[src/rtl/core/mpjs_pkg.sv]
// Shared types and constants for the multi-policy job scheduler.
package mpjs_pkg;

  localparam int MAX_JOBS = 16;
  localparam int SLOT_W = $clog2(MAX_JOBS);
  localparam int CNT_W = $clog2(MAX_JOBS + 1);

  localparam logic [1:0] REQ_NEW = 2'd0;
  localparam logic [1:0] REQ_EXPIRE = 2'd1;
  localparam logic [1:0] REQ_FINISH = 2'd2;

  localparam logic [2:0] POL_FCFS = 3'd0;
  localparam logic [2:0] POL_PRI = 3'd1;
  localparam logic [2:0] POL_PPRI = 3'd2;
  localparam logic [2:0] POL_PSRTF = 3'd3;
  localparam logic [2:0] POL_RR = 3'd4;
  localparam logic [2:0] POL_SJF = 3'd5;

  localparam logic signed [16:0] NOT_RUN = -17'sd1;
  localparam logic signed [16:0] REMAIN_MIN = -17'sd65536;

  typedef struct packed {
    logic [1:0] req_type;
    logic [7:0] job_id;
    logic [15:0] event_time;
    logic [7:0] job_priority;
    logic [15:0] run_time;
    logic evicted_present;
  } req_t;

  typedef struct packed {
    logic selected_valid;
    logic [7:0] selected_id;
    logic table_full;
    logic signed [31:0] waiting_sum;
    logic signed [31:0] turnaround_sum;
    logic signed [31:0] response_sum;
    logic [15:0] jobs_finished;
  } rsp_t;

  typedef struct packed {
    logic load;
    logic scan_clear;
    logic scan_step;
    logic apply;
    logic head_clear;
    logic head_step;
    logic [SLOT_W-1:0] idx;
    logic emit;
  } dp_cmd_t;

endpackage

[src/rtl/core/multi_policy_job_scheduler.sv]
// Top level of the multi-policy job scheduler.
// A start is ignored while busy is high; busy stays high until the result is emitted.
// Each request runs two slot-at-a-time scans of the table: id/free slot, then head.
// Reset empties the table, clears the sums, counts and policy (fcfs).
// The receiver cannot stall: each result shows for one cycle with done.
module multi_policy_job_scheduler import mpjs_pkg::*; (
  input  logic clk,
  input  logic rst,
  input  logic start,
  output logic busy,
  input  req_t req,
  output logic done,
  output rsp_t rsp,
  input  logic policy_we,
  input  logic [2:0] policy_wdata
);

  dp_cmd_t cmd;

  mpjs_ctrl u_ctrl (.clk(clk), .rst(rst), .start(start), .busy(busy), .cmd(cmd));

  mpjs_dp u_dp (
    .clk(clk), .rst(rst), .policy_we(policy_we), .policy_wdata(policy_wdata),
    .req(req), .cmd(cmd), .done(done), .rsp(rsp)
  );

endmodule

[src/rtl/core/mpjs_ctrl.sv]
// Controller sequencing the slot scan, the update and the head search.
module mpjs_ctrl import mpjs_pkg::*; (
  input  logic clk,
  input  logic rst,
  input  logic start,
  output logic busy,
  output dp_cmd_t cmd
);

  typedef enum logic [2:0] {S_IDLE, S_SCAN, S_APPLY, S_HEAD, S_EMIT} state_t;

  state_t state;
  logic [SLOT_W-1:0] idx;

  always_ff @(posedge clk) begin
    if (rst) begin
      state <= S_IDLE;
      idx <= '0;
    end else begin
      case (state)
        S_IDLE: begin
          idx <= '0;
          if (start) state <= S_SCAN;
        end
        S_SCAN: begin
          idx <= idx + 1'b1;
          if (idx == SLOT_W'(MAX_JOBS - 1)) state <= S_APPLY;
        end
        S_APPLY: begin
          idx <= '0;
          state <= S_HEAD;
        end
        S_HEAD: begin
          idx <= idx + 1'b1;
          if (idx == SLOT_W'(MAX_JOBS - 1)) state <= S_EMIT;
        end
        S_EMIT: state <= S_IDLE;
        default: state <= S_IDLE;
      endcase
    end
  end

  assign busy = (state != S_IDLE);

  always_comb begin
    cmd = '0;
    cmd.idx = idx;
    cmd.load = (state == S_IDLE) && start;
    cmd.scan_clear = cmd.load;
    cmd.scan_step = (state == S_SCAN);
    cmd.apply = (state == S_APPLY);
    cmd.head_clear = (state == S_APPLY);
    cmd.head_step = (state == S_HEAD);
    cmd.emit = (state == S_EMIT);
  end

endmodule

[src/rtl/core/mpjs_dp.sv]
// Datapath: job table, slot scan, update, head search and running sums.
module mpjs_dp import mpjs_pkg::*; (
  input  logic clk,
  input  logic rst,
  input  logic policy_we,
  input  logic [2:0] policy_wdata,
  input  req_t req,
  input  dp_cmd_t cmd,
  output logic done,
  output rsp_t rsp
);

  logic [2:0] policy;
  req_t r;
  logic [MAX_JOBS-1:0] valid;
  logic [7:0] e_id [MAX_JOBS];
  logic [15:0] e_arr [MAX_JOBS];
  logic [7:0] e_pri [MAX_JOBS];
  logic signed [16:0] e_rem [MAX_JOBS];
  logic [15:0] e_tot [MAX_JOBS];
  logic signed [16:0] e_last [MAX_JOBS];
  logic signed [16:0] e_start [MAX_JOBS];
  logic [15:0] e_ord [MAX_JOBS];
  logic [15:0] order_counter;
  logic [31:0] sum_wait, sum_turn, sum_resp;
  logic [15:0] done_count;
  logic free_found, id_found;
  logic [SLOT_W-1:0] free_slot, id_slot;
  logic head_found;
  logic [SLOT_W-1:0] head;
  logic sel_evicted, full;
  logic [7:0] sel_id;

  function automatic logic signed [17:0] pkey(input logic [2:0] p, input logic [7:0] pr,
                                              input logic signed [16:0] rem,
                                              input logic signed [16:0] last,
                                              input logic [15:0] arr);
    case (p)
      POL_PRI, POL_PPRI: pkey = {10'd0, pr};
      POL_PSRTF, POL_SJF: pkey = {rem[16], rem};
      POL_RR: pkey = {last[16], last};
      default: pkey = {2'd0, arr};
    endcase
  endfunction

  logic [SLOT_W-1:0] c;
  logic signed [17:0] kc, kh;
  logic ahead;

  always_comb begin
    c = cmd.idx;
    kc = pkey(policy, e_pri[c], e_rem[c], e_last[c], e_arr[c]);
    kh = pkey(policy, e_pri[head], e_rem[head], e_last[head], e_arr[head]);
    if (kc != kh) ahead = kc < kh;
    else if (e_arr[c] != e_arr[head]) ahead = e_arr[c] < e_arr[head];
    else ahead = e_ord[c] < e_ord[head];
  end

  logic [31:0] d_wait, d_turn, d_resp;
  always_comb begin
    d_turn = {16'd0, r.event_time} - {16'd0, e_arr[id_slot]};
    d_wait = d_turn - {16'd0, e_tot[id_slot]};
    d_resp = {{15{e_start[id_slot][16]}}, e_start[id_slot]} - {16'd0, e_arr[id_slot]};
  end

  always_ff @(posedge clk) begin
    if (rst) begin
      policy <= POL_FCFS;
      valid <= '0;
      order_counter <= '0;
      sum_wait <= '0;
      sum_turn <= '0;
      sum_resp <= '0;
      done_count <= '0;
      done <= 1'b0;
    end else begin
      done <= cmd.emit;
      if (policy_we) policy <= policy_wdata;
      if (cmd.load) r <= req;
      if (cmd.scan_clear) begin
        free_found <= 1'b0;
        id_found <= 1'b0;
      end
      if (cmd.scan_step) begin
        if (!valid[c] && !free_found) begin
          free_found <= 1'b1;
          free_slot <= c;
        end
        if (valid[c] && !id_found && e_id[c] == r.job_id) begin
          id_found <= 1'b1;
          id_slot <= c;
        end
      end
      if (cmd.apply) begin
        sel_evicted <= 1'b0;
        full <= 1'b0;
        case (r.req_type)
          REQ_NEW: begin
            if (!free_found) full <= 1'b1;
            else begin
              valid[free_slot] <= 1'b1;
              e_id[free_slot] <= r.job_id;
              e_arr[free_slot] <= r.event_time;
              e_pri[free_slot] <= r.job_priority;
              e_rem[free_slot] <= {1'b0, r.run_time};
              e_tot[free_slot] <= r.run_time;
              e_last[free_slot] <= NOT_RUN;
              e_start[free_slot] <= NOT_RUN;
              e_ord[free_slot] <= order_counter;
              order_counter <= order_counter + 16'd1;
            end
          end
          REQ_EXPIRE: begin
            if (r.evicted_present && id_found) begin
              e_last[id_slot] <= {1'b0, r.event_time};
              if (e_rem[id_slot] != REMAIN_MIN) e_rem[id_slot] <= e_rem[id_slot] - 17'sd1;
              if (e_start[id_slot] == NOT_RUN)
                e_start[id_slot] <= $signed({1'b0, r.event_time}) - 17'sd1;
              if (!(policy == POL_PPRI || policy == POL_PSRTF || policy == POL_RR)) begin
                sel_evicted <= 1'b1;
                sel_id <= e_id[id_slot];
              end
            end
          end
          REQ_FINISH: begin
            if (id_found) begin
              sum_wait <= sum_wait + d_wait;
              sum_turn <= sum_turn + d_turn;
              sum_resp <= sum_resp + d_resp;
              done_count <= done_count + 16'd1;
              valid[id_slot] <= 1'b0;
            end
          end
          default: ;
        endcase
      end
      if (cmd.head_clear) head_found <= 1'b0;
      if (cmd.head_step && valid[c] && (!head_found || ahead)) begin
        head_found <= 1'b1;
        head <= c;
      end
    end
  end

  always_comb begin
    rsp.table_full = full;
    rsp.waiting_sum = sum_wait;
    rsp.turnaround_sum = sum_turn;
    rsp.response_sum = sum_resp;
    rsp.jobs_finished = done_count;
    if (sel_evicted) begin
      rsp.selected_valid = 1'b1;
      rsp.selected_id = sel_id;
    end else begin
      rsp.selected_valid = head_found;
      rsp.selected_id = head_found ? e_id[head] : 8'd0;
    end
  end

endmodule

[config.mk]
export PLATFORM = sky130hd
export DESIGN_NAME = multi_policy_job_scheduler
export DESIGN_NICKNAME = d
export VERILOG_FILES = /design/src/rtl/core/mpjs_pkg.sv /design/src/rtl/core/multi_policy_job_scheduler.sv /design/src/rtl/core/mpjs_ctrl.sv /design/src/rtl/core/mpjs_dp.sv
export SDC_FILE = /design/constraint.sdc
export NUM_CORES = 2
export LEC_CHECK = 0
export ABC_AREA = 1
export BUFFER_PORTS_ARGS = -buffer_cell sky130_fd_sc_hd__buf_2
export CAP_MARGIN = 20
export CORE_AREA = 2 2 584 586
export CTS_BUF_LIST = sky130_fd_sc_hd__clkbuf_8
export DETAILED_ROUTE_END_ITERATION = 10
export DIE_AREA = 0 0 586 588
export HOLD_SLACK_MARGIN = 0.06
export SLEW_MARGIN = 20
export SYNTH_ARGS = -nofsm -noshare
export SYNTH_HDL_FRONTEND = slang
export SYNTH_SLANG_ARGS = --single-unit
[constraint.sdc]
create_clock -name clk -period 20 [get_ports clk]
set_clock_uncertainty 0.05 [all_clocks]
set_input_delay 1 -clock clk [delete_from_list [all_inputs] [get_ports clk]]
set_output_delay 1 -clock clk [all_outputs]
set_load 0.005 [all_outputs]
* Yosys cells after proc, flatten, opt, wreduce, memory -nomap -nowiden
Memories as Yosys holds them, arrays and structs flattened. A register that Yosys moved wholly into a read port is not among the register bits. Index checks and enable logic that the tools add are counted.
Word-level totals: memories kept 8, output and inout port bits 124, memory bits (read-only) 0, logic and storage cells 201, bits in latches 0, register bits 223, memory bits (writable) 1840
Memories:
- u_dp.e_last | depth 16, bits a word 17, rd ports 2, clocked after Yosys merged registers in 2, wr ports 1, RTL line mpjs_dp.sv:21 | logic signed [16:0] e_last [MAX_JOBS];
- u_dp.e_rem | depth 16, bits a word 17, rd ports 3, clocked after Yosys merged registers in 3, wr ports 1, RTL line mpjs_dp.sv:19 | logic signed [16:0] e_rem [MAX_JOBS];
- u_dp.e_start | depth 16, bits a word 17, rd ports 1, clocked after Yosys merged registers in 1, wr ports 1, RTL line mpjs_dp.sv:22 | logic signed [16:0] e_start [MAX_JOBS];
- u_dp.e_arr | depth 16, bits a word 16, rd ports 3, clocked after Yosys merged registers in 3, wr ports 1, RTL line mpjs_dp.sv:17 | logic [15:0] e_arr [MAX_JOBS];
- u_dp.e_ord | depth 16, bits a word 16, rd ports 2, clocked after Yosys merged registers in 2, wr ports 1, RTL line mpjs_dp.sv:23 | logic [15:0] e_ord [MAX_JOBS];
- u_dp.e_tot | depth 16, bits a word 16, rd ports 1, clocked after Yosys merged registers in 1, wr ports 1, RTL line mpjs_dp.sv:20 | logic [15:0] e_tot [MAX_JOBS];
- 2 more memories
Cells by class: add/subtract/negate cells 11, multiply operators 0, multiplexer cells 82, div/mod/pow operators 0, shift operators 0, eq/ne operators 22, $lt $le $gt $ge 8, bitwise gates (word level) 5, reduce and logical (&&, ||, !) cells 41
Operators with widths (count):
- case mux 18 bit (3 select lines) | 2
- two-way mux 4 bit | 25
- adder 32 bit | 3
- two-way mux 17 bit | 3
- OR reduction 17 bit | 3
- two-way mux 1 bit | 39
- adder 16 x 1 -> 16 bit, second input constant | 2
- < comparator 16 bit | 2
- two-way mux 16 bit | 2
- case mux 16 bit (2 select lines) | 1
- subtractor 32 x 16 -> 32 bit | 1
- < comparator 18 bit | 1
- != test 18 bit | 1
- subtractor 17 x 17 -> 18 bit | 1
- == test 17 x 1 -> 1 bit, second input constant | 1
- != test 17 bit, second input constant | 1
- subtractor 16 x 1 -> 17 bit, second input constant | 1
- subtractor 16 x 16 -> 17 bit | 1
- subtractor 17 x 2 -> 17 bit, second input constant | 1
- bitwise AND 16 bit | 1
- != test 16 bit | 1
- inverter 16 bit | 1
- OR 16 bit | 1
- < comparator 4 x 5 -> 1 bit, second input constant | 3
- other kinds (31) | 71

* Logic depth before layout (Yosys ltp)
word-level depth 9, mapped depth 44, mapped depth without buffers 37

* By module
A second synthesis with hierarchy kept.
Unflattened totals: cells, all modules 11344, area total of the unflattened synthesis 107486.8 um^2
Modules (own cells, without submodules):
- mpjs_dp | times used 1, seq. area each 60658.2 um^2, area an instance 107112.7 um^2, cells each 11291
- mpjs_ctrl | times used 1, seq. area each 140.1 um^2, area an instance 374.1 um^2, cells each 53

* Worst setup path before layout
Ideal clock, no wire load.
kind input-to-reg, start point input rst, end point memory u_dp.e_arr[10][0], enable pin, stages on the path 4, slack 13.515 ns, arrival 5.870 ns, required time 19.385 ns, setup time 0.565 ns, buffers on the path 1, path through inv_2 > nand2_1 > clkbuf_1 > nor3_1
On the way: word-level cells in the longest chain between the ends 2
Ends and longest elaborated chain:
- from (decl) | RTL line multi_policy_job_scheduler.sv:8 | input logic rst,
- two-way mux 1 bit | RTL line mpjs_dp.sv:67 | if (rst) begin
- two-way mux 1 bit (implied by the code) | RTL line mpjs_dp.sv:103 | e_arr[free_slot] <= r.event_time;
- to (decl) | RTL line mpjs_dp.sv:17
Every way passes these cells.

==> impl_metrics.json <==
{
  "routed-wl-met2_mm": 172,
  "nNetsFinal": 11600,
  "fin_hold_ws_ns": 0.107,
  "grt_pass1_vias": 86000,
  "highest_layer": "met5",
  "ys_seq_area_share_pct": 56.5,
  "synth_top_area_cell": "edfxtp_1",
  "clkTransAtPathRegs_ns": 0.06,
  "post-route-period-util_pct": 39.5,
  "hold_viol": 0,
  "grt_overflow": 0,
  "setup_ws_ns": 12.09,
  "vias": 92800,
  "die_height_um": 588,
  "hp-class": "in2reg",
  "rows": 214,
  "cpMostUsedCell": "nor2_1",
  "grt_usage_pct": 22.0,
  "reg2reg_slack_ns": 12.09,
  "drt_iter0_drc": 14100,
  "min_from": "req[24]",
  "yosys.area_share.simple_pct": 11.8,
  "fin_tns_setup_ns": 0,
  "ir_drop_uv": 71.0,
  "crit_required_ns": 20.93,
  "start_kind": "flip-flop",
  "grt_pass1_wl_mm": 571,
  "dp_hpwl_mm": 223,
  "yosys_warnings": 0,
  "yosysTopAreaCellShare_pct": 53.4,
  "cp.arrival_ns": 8.84,
  "port_buffers": 181,
  "synthCells": 11300,
  "h-tree-depth": 5,
  "cts_max_path_buffers": 4,
  "cts-root-buf": "clkbuf_8",
  "vias_per_cell": 5.76,
  "cts_tree": "done",
  "synth_compound_area_share_pct": 21.8,
  "drt-wirelength-per-cell_um": 24.6,
  "synth.most_common_cell": "o21ai_0",
  "fin_crit_ns": 7.91,
  "holdPathEnd": "u_dp.r[24]",
  "syn_area_per_cell_um2": 9.52,
  "area_growth_pct": 11.4,
  "ys.flop_type": "edfxtp_1",
  "worst_pin_slew_ns": 1.29,
  "yosys.cell_types.count": 63,
  "clock-sinks": 2083,
  "rsz0062_at_grt": "false",
  "worstHoldPathCells": 1,
  "die_x_um": 586,
  "power_density_nw_per_um2": 77.7,
  "synth_edf_count": 1916,
  "ant_nets": 0,
  "critPathMaxStageDelay_ns": 0.86,
  "wirelength_mm": 396,
  "grt_max_degree": 205,
  "crit_fanout": 175,
  "yosys-top-cells-area": "edfxtp_1 53%, o21ai_0 9.8%, a21oi_1 5.2%",
  "ys_ff_latch": 2083,
  "synthArstFlopShare_pct": 0,
  "drive_gt1_share_pct": 8.75,
  "maxCapViolations": 0,
  "clk_latency_ns": 1.11,
  "cts_buffers": 368,
  "end_kind": "flip-flop",
  "start_util_pct": 31.9,
  "synth_area_um2": 108000,
  "syn-num-nets": 11600,
  "dieArea_um2": 345000,
  "max_slew_margin_pct": 14.0,
  "status": "completed",
  "yosys-top-cells-count": "2112 x o21ai_0, 1916 x edfxtp_1, 1389 x nor2_1",
  "fmax_mhz": 126,
  "synthAdderAreaFrac_pct": 2.68,
  "r2r_end": "u_dp.sum_resp[31]",
  "muxShareOfSynthArea_pct": 0,
  "wl_met1_mm": 156,
  "synth_top_family_by_area": "compound AO/OA/AOI/OAI gates",
  "post_cts_buffers": 0,
  "slew_violations": 0,
  "critPathKind": "reg2reg",
  "drc": 0,
  "dp_worst_setup_slack_ns": 12.35,
  "wl_met3_mm": 48.1,
  "core_area_um2": 338000,
  "slowest_stage": "buf_4",
  "antenna_found_initial": 22,
  "drt_pre_antenna_iters": 7,
  "place_congestion": 0.908,
  "setup_viol": 0,
  "r2r.worst_path.cells": 31,
  "io_pins": 182,
  "synth-xor-area-share_pct": 0.894,
  "leakage_uw": 0.0438
}
[worst max path at each step]
| stage | endpoint | depth (start not counted) | slack [ns] |
|---|---|---|---|
| 2_1_floorplan | u_dp.e_arr[10][0] | 4 | 13.52 |
| 3_3_place_gp | u_dp.sum_wait[30] | 37 | 12.36 |
| 3_5_place_dp | u_dp.sum_resp[31] | 31 | 12.35 |
| 4_1_cts | u_dp.sum_wait[23] | 32 | 12.32 |
| 5_1_grt | u_dp.sum_wait[31] | 34 | 11.45 |
| 6_report | u_dp.sum_resp[31] | 31 | 12.09 |
[stage by stage]
| step | power, uW | utilization [%] | instances | cell area [um^2] |
|---|---|---|---|---|
| 4_1_cts | 9340 | 35.4 | 16100 | 120000 |
| 3_3_place_gp | 5660 | 33.4 | 15400 | 113000 |
| 2_1_floorplan | 5400 | - | 11300 | 108000 |
| 6_report | 9330 | 35.5 | 16100 | 120000 |
| 3_5_place_dp | 5670 | 33.4 | 15400 | 113000 |
| 5_1_grt | 9620 | 35.5 | 16100 | 120000 |
[critical path: cells and delay by family (launching register included)]
kind            cells  cell delay, ns
fa+ha+maj           2            0.61
flops               1            0.62
buf+inv             4            2.21
compound gates     10            2.05
simple gates       14            1.71
xor+xnor            1            0.20
[sequential cells by signal, indices dropped and copies added (netlist names), 8 cells and up, named ones only]
signal / flops
u_dp.e_arr: 256
u_dp.sum_wait: 32
u_dp.r: 51
u_dp.e_rem: 272
u_dp.e_tot: 256
u_dp.sum_turn: 32
u_dp.e_ord: 256
u_dp.e_pri: 128
u_dp.sum_resp: 32
u_dp.sel_id: 8
u_dp.e_start: 272
u_dp.valid: 16
u_dp.e_id: 128
u_dp.order_counter: 16
u_dp.e_last: 272
u_dp.done_count: 16
[routing by layer]
| metal | up-vias | track usage [%] |
|---|---|---|
| met1 | 44300 | 29.7 |
| li1 | 41100 | - |
| met2 | 6161 | 33.3 |
| met4 | 20 | 10.4 |
| met3 | 1137 | 5.10 |
| met5 | - | 0 |
[repair_timing]
item | 4_1_cts | 5_1_grt
hold buffers | 41 | 0
gates resized for setup | 0 | 0
endpoints found under the hold margin | 41 | 0
[cells in the final DEF, fill, tap and decap left out, types with 67 or more instances in the layout]
cell type,instances
o21ai_0,2108
edfxtp_1,1916
nor2_1,1331
a21oi_1,1126
inv_1,948
nand2_1,746
nand3_1,706
clkbuf_8,387
o221ai_1,354
o211ai_1,213
buf_4,202
ha_1,199
buf_2,180
dfxtp_1,155
o22ai_1,89
nor3_1,72
clkinv_1,70
xor2_1,67
[area by class of cell]
type / count / area [um^2]
repair buffers: 433 / 3020
fillers: 34000 / 218000
multi-input cells: 7547 / 40500
diodes: 23 / 57.6
inverters: 849 / 3270
clock inverters: 250 / 1300
flip-flops and latches: 2083 / 60900
clock buffers: 387 / 5330
well taps: 4536 / 5680
[report_power, final]
part	internal, uW	total (uW)	switching (uW)
combinational	237	817	580
sequential	4750	4800	49.2
clock	1920	3710	1800
[logic make-up (layout without fill, tap and decap cells)]
| group | count (synthesis) | after routing |
|---|---|---|
| compound gates | 4178 | 4178 |
| simple gates | 3040 | 3040 |
| flops | 2083 | 2083 |
| buf+inv | 1688 | 1919 |
| fa+ha+maj | 219 | 219 |
| xor+xnor | 110 | 110 |
| other cells | 0 | 23 |
Note: power is estimated with default switching activity, not from simulation.
